**src/rtl/incremental_shuffle_draw_defines.svh**
```systemverilog
// Assertion macros for the shuffle draw block.
// Each macro expects signals named clk and arst_n in the calling module.
`ifndef INCREMENTAL_SHUFFLE_DRAW_DEFINES_SVH
`define INCREMENTAL_SHUFFLE_DRAW_DEFINES_SVH
`ifndef SYNTHESIS
`define ISD_ASSERT_NOW(label, ante, cons) \
	label: assert property (@(posedge clk) disable iff (!arst_n) (ante) |-> (cons)) \
		else $error("shuffle draw check failed");
`define ISD_ASSERT_NEXT(label, ante, cons) \
	label: assert property (@(posedge clk) disable iff (!arst_n) (ante) |=> (cons)) \
		else $error("shuffle draw check failed");
`else
`define ISD_ASSERT_NOW(label, ante, cons)
`define ISD_ASSERT_NEXT(label, ante, cons)
`endif
`endif

```
**src/rtl/isd_pkg.sv**
```systemverilog
package isd_pkg;

	localparam int MAX_ENTRIES = 1024;
	localparam int IDX_W       = $clog2(MAX_ENTRIES);
	localparam int ENTRY_W     = 10;
	localparam int POS_W       = 11;
	localparam int RND_W       = 32;
	localparam int CFG_W       = 11;
	localparam int CFG_IDX_W   = 1;
	localparam int ST_W        = 2;

	localparam logic [CFG_IDX_W-1:0] CFG_LIST_SIZE = 1'b0;
	localparam logic [CFG_IDX_W-1:0] CFG_SEQ_MODE  = 1'b1;

	localparam logic REQ_DRAW = 1'b0;
	localparam logic REQ_SET  = 1'b1;

	localparam logic [ST_W-1:0] ST_OK         = 2'd0;
	localparam logic [ST_W-1:0] ST_ALL_DRAWN  = 2'd1;
	localparam logic [ST_W-1:0] ST_NOT_LOADED = 2'd2;

	typedef struct packed {
		logic             req_type;
		logic [RND_W-1:0] random_value;
		logic [POS_W-1:0] new_position;
	} isd_req_t;

	typedef struct packed {
		logic [ENTRY_W-1:0] entry_index;
		logic [ST_W-1:0]    status;
	} isd_rsp_t;

	typedef enum logic [1:0] {
		WR_CLR,
		WR_POS,
		WR_OTHER
	} wr_sel_t;

	typedef struct packed {
		logic    set_pos;
		logic    err_out;
		logic    div_start;
		logic    rd_other;
		logic    cap_other;
		logic    cap_a;
		logic    wr_en;
		wr_sel_t wr_sel;
		logic    out_ok;
		logic    adv_pos;
		logic    clr_step;
	} isd_cmd_t;

	typedef struct packed {
		logic clr_last;
		logic div_done;
		logic draw_err;
		logic draw_end;
		logic seq_mode;
	} isd_sts_t;

endpackage

```
**src/rtl/isd_ctrl.sv**
```systemverilog
module isd_ctrl (
	input  logic              clk,
	input  logic              arst_n,
	input  logic              start,
	input  logic              req_type,
	input  isd_pkg::isd_sts_t  sts,
	output logic              busy,
	output isd_pkg::isd_cmd_t  cmd
);

	import isd_pkg::*;

	typedef enum logic [2:0] {
		S_CLEAR,
		S_IDLE,
		S_DIV,
		S_RD_A,
		S_RD_B,
		S_WR_A,
		S_WR_B,
		S_SEQ_OUT
	} state_t;

	state_t state_q;
	state_t state_d;
	logic   busy_q;

	always_comb begin
		state_d = state_q;
		cmd     = '0;
		cmd.wr_sel = WR_CLR;
		unique case (state_q)
			S_CLEAR: begin
				cmd.wr_en    = 1'b1;
				cmd.clr_step = 1'b1;
				if (sts.clr_last) begin
					state_d = S_IDLE;
				end
			end
			S_IDLE: begin
				if (start) begin
					if (req_type == REQ_SET) begin
						cmd.set_pos = 1'b1;
					end else if (sts.draw_err || sts.draw_end) begin
						cmd.err_out = 1'b1;
					end else if (sts.seq_mode) begin
						state_d = S_RD_A;
					end else begin
						cmd.div_start = 1'b1;
						state_d       = S_DIV;
					end
				end
			end
			S_DIV: begin
				if (sts.div_done) begin
					state_d = S_RD_A;
				end
			end
			S_RD_A: begin
				cmd.cap_other = 1'b1;
				state_d       = sts.seq_mode ? S_SEQ_OUT : S_RD_B;
			end
			S_RD_B: begin
				// Read data now holds the entry at the read position.
				cmd.rd_other = 1'b1;
				cmd.cap_a    = 1'b1;
				state_d      = S_WR_A;
			end
			S_WR_A: begin
				cmd.wr_en  = 1'b1;
				cmd.wr_sel = WR_POS;
				cmd.out_ok = 1'b1;
				state_d    = S_WR_B;
			end
			S_WR_B: begin
				cmd.wr_en   = 1'b1;
				cmd.wr_sel  = WR_OTHER;
				cmd.adv_pos = 1'b1;
				state_d     = S_IDLE;
			end
			S_SEQ_OUT: begin
				cmd.out_ok  = 1'b1;
				cmd.adv_pos = 1'b1;
				state_d     = S_IDLE;
			end
			default: begin
				state_d = S_IDLE;
			end
		endcase
	end

	always_ff @(posedge clk or negedge arst_n) begin
		if (!arst_n) begin
			state_q <= S_CLEAR;
			busy_q  <= 1'b1;
		end else begin
			state_q <= state_d;
			busy_q  <= (state_d != S_IDLE);
		end
	end

	assign busy = busy_q;

endmodule

```
**config.mk**
```make
export PLATFORM = sky130hd
export DESIGN_NAME = isd_ctrl
export DESIGN_NICKNAME = d
export VERILOG_FILES = /design/src/rtl/incremental_shuffle_draw_defines.svh /design/src/rtl/isd_pkg.sv /design/src/rtl/isd_ctrl.sv
export SDC_FILE = /design/constraint.sdc
export NUM_CORES = 1
export LEC_CHECK = 0
export BUFFER_PORTS_ARGS = -buffer_cell sky130_fd_sc_hd__buf_2
export CAP_MARGIN = 20
export CORE_AREA = 2 2 39 41
export CTS_CLUSTER_DIAMETER = 40
export DETAILED_ROUTE_END_ITERATION = 16
export DIE_AREA = 0 0 41 43
export SYNTH_ARGS = -nofsm -noshare
export SYNTH_HDL_FRONTEND = slang
export SYNTH_SLANG_ARGS = --single-unit
```
**constraint.sdc**
```tcl
create_clock -name clk -period 2.2 [get_ports clk]
set_input_delay 0.11 -clock clk [delete_from_list [all_inputs] [get_ports clk]]
set_output_delay 0.11 -clock clk [all_outputs]
set_load 0.1 [all_outputs]
```
==> impl_metrics.ini, run 1 <==
[outcome]
status = finished, final reports clean

[layout]
diodes = 0
syn_to_final_growth_pct = 44.1
layout_common_cells = buf_2, nor2_1, nand2b_1, clkbuf_4, dfrtp_1
final_common_cell = buf_2
drive_gt1_share_pct = 51.6
nNetsFinal = 74
final_util_pct = 35.4

[yosys]
synth_async_sr_flop_share_pct = 100
ys_seq_area_share_pct = 29.8
ys_ff_latch = 4
synth_nets = 51
yosysTopAreaCellShare_pct = 22.1
synthTopCellsByArea = dfrtp_1, dfstp_2, nor3b_2
synth_cell_types = 25
synth_edf_count = 0
yosysWarnings = 0
ys.flop_type = dfrtp_1
synthCells = 42
yosysTopAreaCell = dfrtp_1
avgSynthCellArea_um2 = 8.10
syn-cell-area_um2 = 340

[route]
ant_nets = 0
via_per_inst = 4.54
drtIter0Drc = 4
drt-total-wl_um = 805
dr.pass1.iters = 2
route.detailed.drc = 0
drt-wirelength-per-cell_um = 10.1
vias = 363

[sta]
period_needed_ns = 1.85
fin_skew_ns = 0.00967
finalHoldViolCount = 0
final-setup-viol-count = 0
setup_tns_ns = 0
max_clock_freq_mhz = 540
finalCritPeriodShare_pct = 84.1
tightest_slew_ns = 0.488
hold_ws_ns = 0.154
maxSlewHeadroom_pct = 67.7
grt_setup_unrepaired = no
slew_violations = 0

[worst_setup_path]
arrival_ns = 1.74
slowest_stage = dfrtp_1
crit_buf_inv = 1
start_kind = flip-flop
cpLargestDelayFamily = flip-flops
cp-end-kind = output pin
slowest_delay_ns = 0.54
critPathMaxFanout = 12
worstPathCellList = nor3b_2 > nor3b_2 > buf_2
cp.required_ns = 2.09
path_class = reg -> out
crit_path_frequent_cell = nor3b_2

[floorplan]
die_y_um = 43
die_area_um2 = 1760
core-area_um2 = 1380
rows = 14
io_pins = 22
floorplan.initialDensity_pct = 24.6
die_w_um = 41

[run]
drv_cap = 0

[clock_tree]
path_clk_slew_ns = 0.04
cts_max_level = 1
clk_latency_ns = 0.24
cts-root-buf = clkbuf_4
cts_buffers = 3
clock_sinks = 4
cts_buffer_depth = 2
cts_tree = done

[min_path]
min_path_type = in -> reg

[global_routing]
grt_overflow = 0
grt_pass1_wl_um = 1310
grt_max_degree = 13
grt_pass1_vias = 334
antenna_found_initial = 0
grtUsageTotal_pct = 10.8

[place]
numPortBuffers = 21
place_congestion = 0.679
dp_hpwl_um = 627
layout make-up:
| type | count | area, um^2 |
|---|---|---|
| Multi-Input combinational cell | 32 | 220 |
| Timing Repair Buffer | 22 | 115 |
| Tap cell | 16 | 20.0 |
| Sequential cell | 4 | 101 |
| Fill cell | 164 | 893 |
| Inverter | 2 | 7.51 |
| Clock buffer | 4 | 26.3 |
cell families after synthesis:
group,count (synthesis),synth area share [%]
AO/OA/AOI/OAI,8,16.2
XOR/XNOR,1,2.57
buffers and inverters,6,8.82
flip-flops,4,29.8
AND/OR/NAND/NOR,23,42.7
final timing paths:
kind / startpoint / end / slack (ns) / cells after the start
hold reg to reg: state_q[1]$_DFF_PN0_ / state_q[1]$_DFF_PN0_ / 0.72 / 1
max in group asynchronous: arst_n / busy$_DFF_PN1_ / 1.78 / 2
setup / recovery: state_q[0]$_DFF_PN0_ / cmd[9] / 0.35 / 3
min in group asynchronous: arst_n / state_q[0]$_DFF_PN0_ / 0.20 / 2
setup reg to reg: state_q[0]$_DFF_PN0_ / busy$_DFF_PN1_ / 1.02 / 3
hold / removal: sts[0] / state_q[0]$_DFF_PN0_ / 0.15 / 3
state kept, by name, indices dropped and copies added, names as in the netlist:
name and count:
state_q 3, busy 1
cell usage after synthesis, types with 2 or more instances:
master / count
nor2_1: 6
and2_1: 3
buf_2: 3
dfrtp_1: 3
nand2b_1: 3
inv_1: 2
nand2_1: 2
nor3_1: 2
nor3b_2: 2
worst reg2reg max path: stages (launching register included):
cell	delay, ns
dfrtp_1	0.54
nor2_1	0.06
a2111oi_0	0.38
nor2_1	0.09
routing by layer:
metal  up-vias  routed length [um]  GRT usage, %
met5         -                   0             0
met3         0                  65          2.09
li1        187                   -             -
met4         0                   0          8.00
met1       163                 330          13.7
met2        13                 409          15.3
per-stage QoR:
step / area, um^2 / std cells / setup WS [ns]
2_1_floorplan: 352 / 42 / -0.407
3_3_place_gp: 454 / 75 / 0.626
3_5_place_dp: 454 / 75 / 0.599
4_1_cts: 490 / 80 / 0.329
5_1_grt: 490 / 80 / 0.225
6_report: 490 / 80 / 0.349
timing repair:
action / 4_1_cts / 5_1_grt
hold endpoints to repair: 4 / 0
hold buffers: 1 / 0
gates resized for setup: 0 / 0
setup buffers: 0 / 0
Power of run 1 is left out: the tool's default activity adds up to more than one toggle a clock period on the data nets, which glitch-free logic cannot reach.
==> inputs of run 2 (changes only) <==
- clock period: 2.2 -> 1.68 ns (I/O delays scaled with it)
==> run 2 against run 1 <==
Net effect: cell area increased by 39%; critical path type unchanged; register-to-register slack got worse by 0.59 ns; critical endpoint is now cmd[7]; sequential cell count unchanged; routed wire length up 16%.
==> impl_metrics.ini, run 2 (synthesis results as in run 1) <==
[layout]
syn_to_final_growth_pct = 100
fin_cells = 85
fin_area_um2 = 681
diodes = 0
drive_gt1_share_pct = 62.3
layout_common_cells = buf_2, buf_12, nor2_1, buf_4
final_common_cell = buf_2
seqCellArea_um2 = 104
nFillCells = 127
multi_input_area_um2 = 250
nNetsFinal = 79
largest-register = state_q
largest_register_ffs = 3

[sta]
finalCritPeriodShare_pct = 93.7
hold_ws_ns = 0.167
grt_setup_unrepaired = no
finalHoldViolCount = 0
slew_violations = 0
period_needed_ns = 1.57
final-setup-viol-count = 0
setup_tns_ns = 0
fin_skew_ns = 0.000126
max_clock_freq_mhz = 635
maxSlewHeadroom_pct = 67.8
tightest_slew_ns = 0.486

[floorplan]
die_y_um = 43
die_w_um = 41
core-area_um2 = 1380
io_pins = 22
die_area_um2 = 1760
floorplan.initialDensity_pct = 24.6
rows = 14

[global_routing]
grt_max_degree = 13
grt-busiest-layer = met2
grt_pass1_wl_um = 1550
use_met3_pct = 2.62
grt_overflow = 0
gr-usage-met2_pct = 17.8
grtUsageTotal_pct = 12.9
use_met1_pct = 16.7
grt_pass1_vias = 374
antenna_found_initial = 0

[route]
drt-total-wl_um = 934
vias = 406
drtIter0Drc = 9
drt-wirelength-per-cell_um = 11.0
ant_nets = 0
route.detailed.drc = 0
dr.pass1.iters = 4
via_per_inst = 4.78

[clock_tree]
clk_latency_ns = 0.24
path_clk_slew_ns = 0.04
cts_buffers = 3
clock_sinks = 4
cts_max_level = 1
cts_tree = done
cts_buffer_depth = 2
cts-root-buf = clkbuf_4

[run]
drv_cap = 0

[worst_setup_path]
critPathMaxFanout = 10
cp.required_ns = 1.60
cp-end-kind = output pin
path_class = reg -> out
start_kind = flip-flop
arrival_ns = 1.49

[min_path]
min_path_type = in -> reg

[place]
place_congestion = 0.786
dp.cells = 76
place_area_um2 = 612
numPortBuffers = 21

[outcome]
status = finished, final reports clean
-- run 2: timing repair --
action / 4_1_cts / 5_1_grt
hold buffers: 1 / 0
setup endpoints to repair: 1 / 1
setup buffers: 0 / 4
pin swaps: 1 / 1
hold endpoints to repair: 4 / 0
gates resized for setup: 2 / 0
-- run 2: critical path, stage by stage, from the launching register on --
cell	delay [ns]
dfrtp_2	0.42
buf_4	0.18
nand3b_1	0.17
inv_1	0.06
buf_2	0.41
-- run 2: worst paths after layout --
check | cells past startpoint | slack [ns] | startpoint | endpoint
max | 4 | 0.11 | state_q[2]$_DFF_PN0_ | cmd[7]
min | 3 | 0.17 | sts[0] | state_q[0]$_DFF_PN0_
max reg2reg | 4 | 0.43 | state_q[2]$_DFF_PN0_ | state_q[0]$_DFF_PN0_
min reg2reg | 1 | 0.54 | state_q[1]$_DFF_PN0_ | state_q[1]$_DFF_PN0_
max in group asynchronous | 2 | 1.30 | arst_n | busy$_DFF_PN1_
min in group asynchronous | 2 | 0.18 | arst_n | state_q[0]$_DFF_PN0_
-- run 2: cell type report --
class | count | area share, %
Multi-Input combinational cell | 32 | 36.8
Inverter | 2 | 1.10
Tap cell | 16 | 2.94
Clock buffer | 4 | 3.86
Timing Repair Buffer | 27 | 40.1
Sequential cell | 4 | 15.3
-- run 2: through the flow --
step,setup WS (ns),util [%]
floorplan,-0.334,-
finish,0.105,49.2
global placement,0.256,44.2
global route,0.0321,49.2
detailed placement,0.209,44.2
CTS,0.0120,47.0
-- run 2: layer usage --
metal	routed length, um	share of wire, %	up-vias
met1	367	39	184
met5	0	0	-
met4	10	1.1	0
li1	-	-	200
met3	89	9.5	2
met2	467	50	20
Power of run 2 is left out for the same reason.
==> inputs of run 3 (changes only) <==
- ABC_AREA: default -> 1
- CELL_PAD_IN_SITES_DETAIL_PLACEMENT: default -> 1
- CELL_PAD_IN_SITES_GLOBAL_PLACEMENT: default -> 2
- CORE_AREA: 2 2 39 41 -> default
- CORE_MARGIN: default -> 1
- CORE_UTILIZATION: default -> 15
- DIE_AREA: 0 0 41 43 -> default
- HOLD_SLACK_MARGIN: default -> 0.02
- PLACE_DENSITY_LB_ADDON: default -> 0.1
==> run 3 against run 2 <==
Net effect: non-clock buffer count decreased by 4; critical endpoint is now cmd[5]; cell area decreased by 13%; cell count increased by 24%; fmax decreased by 1.6%; worst setup slack got worse by 0.026 ns; first-iteration DRC count decreased by 67%; die area increased by 32%; count of clock-buffer cells in the layout unchanged; utilization decreased by 19 points; via count decreased by 2.5%.
==> impl_metrics.ini, run 3 <==
[outcome]
status = finished, final reports clean

[clock_tree]
cts_buffers = 3
clock_sinks = 4
path_clk_slew_ns = 0.04
cts-root-buf = clkbuf_4
cts_max_level = 1
postCtsSetupBuffers = 0
clk_latency_ns = 0.23
cts_buffer_depth = 2
cts_tree = done

[global_routing]
grt_pass1_wl_um = 1770
grt_pass1_vias = 389
grtUsageTotal_pct = 9.74
antenna_found_initial = 0
grt_overflow = 0
grt_max_degree = 7

[sta]
slew_violations = 0
finalHoldViolCount = 0
maxSlewHeadroom_pct = 67.9
fin_skew_ns = 0.00219
max_clock_freq_mhz = 625
setup_ws_ns = 0.0796
finalCritPeriodShare_pct = 95.3
period_needed_ns = 1.60
setup_tns_ns = 0
grt_setup_unrepaired = no
final-setup-viol-count = 0
tightest_slew_ns = 0.485

[worst_setup_path]
rr_worst_depth = 6
critPathMaxFanout = 6
path_class = reg -> out
slowest_stage = dfrtp_1
start_kind = flip-flop
arrival_ns = 1.52
r2r-start = state_q[2]$_DFF_PN0_
worstPathCellList = nand2_1 > nor2_4 > or3_1 > buf_4
reg2reg_to = state_q[0]$_DFF_PN0_
crit_buf_inv = 1
cpLargestDelayFamily = simple AND/OR/NAND/NOR gates
slowest_delay_ns = 0.45
cp.required_ns = 1.60
cp-end-kind = output pin
r2r_slack_ns = 0.45

[yosys]
synth_edf_count = 0
yosys.cell_count.top_type = nand2_1
synth_async_sr_flop_share_pct = 100
ys.flop_type = dfrtp_1
synth_mux_area_share_pct = 0
yosysTopAreaCell = dfrtp_1
synth_commonest_cells = nand2_1, nor2_1, inv_1
syn-cell-area_um2 = 322
synth_nets = 61
synth_cell_types = 15
synth_top_family_by_area = simple AND/OR/NAND/NOR gates
synthCells = 52
synth_compound_area_share_pct = 4.67
ys_seq_area_share_pct = 31.5
ys_ff_latch = 4
yosysTopAreaCellShare_pct = 23.3
synthSimpleGateAreaFrac_pct = 48.6
synthXorXnorAreaFrac_pct = 0
synthTopCellsByArea = dfrtp_1, nand2_1, nor2_1
yosysWarnings = 0
synthAdderAreaFrac_pct = 0
avgSynthCellArea_um2 = 6.18

[place]
place_ws_ns = 0.203
place_area_um2 = 554
place_congestion = 0.713
dp_hpwl_um = 857
dp.cells = 100
numPortBuffers = 21

[layout]
diodes = 0
layout_common_cells = buf_2, nand2_1, inv_1, nor2_2, inv_2
nNetsFinal = 88
largest-register = state_q
fin_area_um2 = 594
fin_cells = 105
syn_to_final_growth_pct = 84.8
largest_register_ffs = 3
final_common_cell = buf_2
drive_gt1_share_pct = 59.0

[route]
route.detailed.drc = 0
ant_nets = 0
highest_layer = met3
drt-wirelength-per-cell_um = 9.12
dr.pass1.iters = 2
vias = 396
wl_met3_um = 39
drt-total-wl_um = 958
met2_wirelength_um = 451
drtIter0Drc = 3
wl_met1_um = 467
via_per_inst = 3.77

[floorplan]
die_area_um2 = 2330
die_w_um = 48.3
io_pins = 22
core-area_um2 = 1980
floorplan.initialDensity_pct = 16.2
die_y_um = 48.3
rows = 16

[run]
drv_cap = 0

[min_path]
whs_path_depth = 3
min_path_type = in -> reg
hold-path-endpoint = state_q[1]$_DFF_PN0_
hold_start = sts[0]
==> run 3: worst max-delay path by stage <==
stage	startpoint	to	slack (ns)	cells past startpoint
after detailed placement	state_q[0]$_DFF_PN0_	cmd[5]	0.20	5
after floorplan	state_q[2]$_DFF_PN0_	cmd[5]	-0.37	3
after global routing	state_q[2]$_DFF_PN0_	cmd[5]	0.01	4
after CTS	state_q[0]$_DFF_PN0_	cmd[5]	0.002	5
final	state_q[2]$_DFF_PN0_	cmd[5]	0.08	4
after global placement	state_q[0]$_DFF_PN0_	cmd[5]	0.23	5
==> run 3: worst reg2reg max path: stages, from the launching register on <==
cell,delay [ns]
dfrtp_1,0.47
buf_4,0.18
inv_2,0.06
nand4_1,0.09
nand2_1,0.07
nor2_1,0.12
nand3_2,0.10
==> run 3: cell families after synthesis <==
group / Yosys count
AOI/OAI and AO/OA: 3
and+or+nand+nor: 33
DFF: 4
buffers and inverters: 12
==> run 3: final cells by class <==
type	count	area, um^2
fillers	254	1390
multi-input cells	36	205
repair buffers	23	185
flip-flops and latches	4	103
inverters	11	41.3
well taps	27	33.8
clock buffers	4	26.3
==> run 3: stage by stage <==
stage / util, % / hold slack, ns
2_1_floorplan: - / -0.212
3_3_place_gp: 28.0 / -0.109
3_5_place_dp: 28.0 / -0.106
4_1_cts: 29.9 / 0.152
5_1_grt: 30.0 / 0.171
6_report: 30.0 / 0.149
==> run 3: what timing repair did <==
action	CTS	global route
hold buffers	1	0
endpoints found under the hold margin	4	0
setup endpoints to repair	1	1
gates resized for setup	1	1
==> run 3: metal layers <==
metal,up-vias,GRT usage (%)
li1,207,-
met1,177,12.7
met2,12,14.8
met3,0,1.89
met4,0,5.88
met5,-,0
Power of run 3 is left out for the same reason.
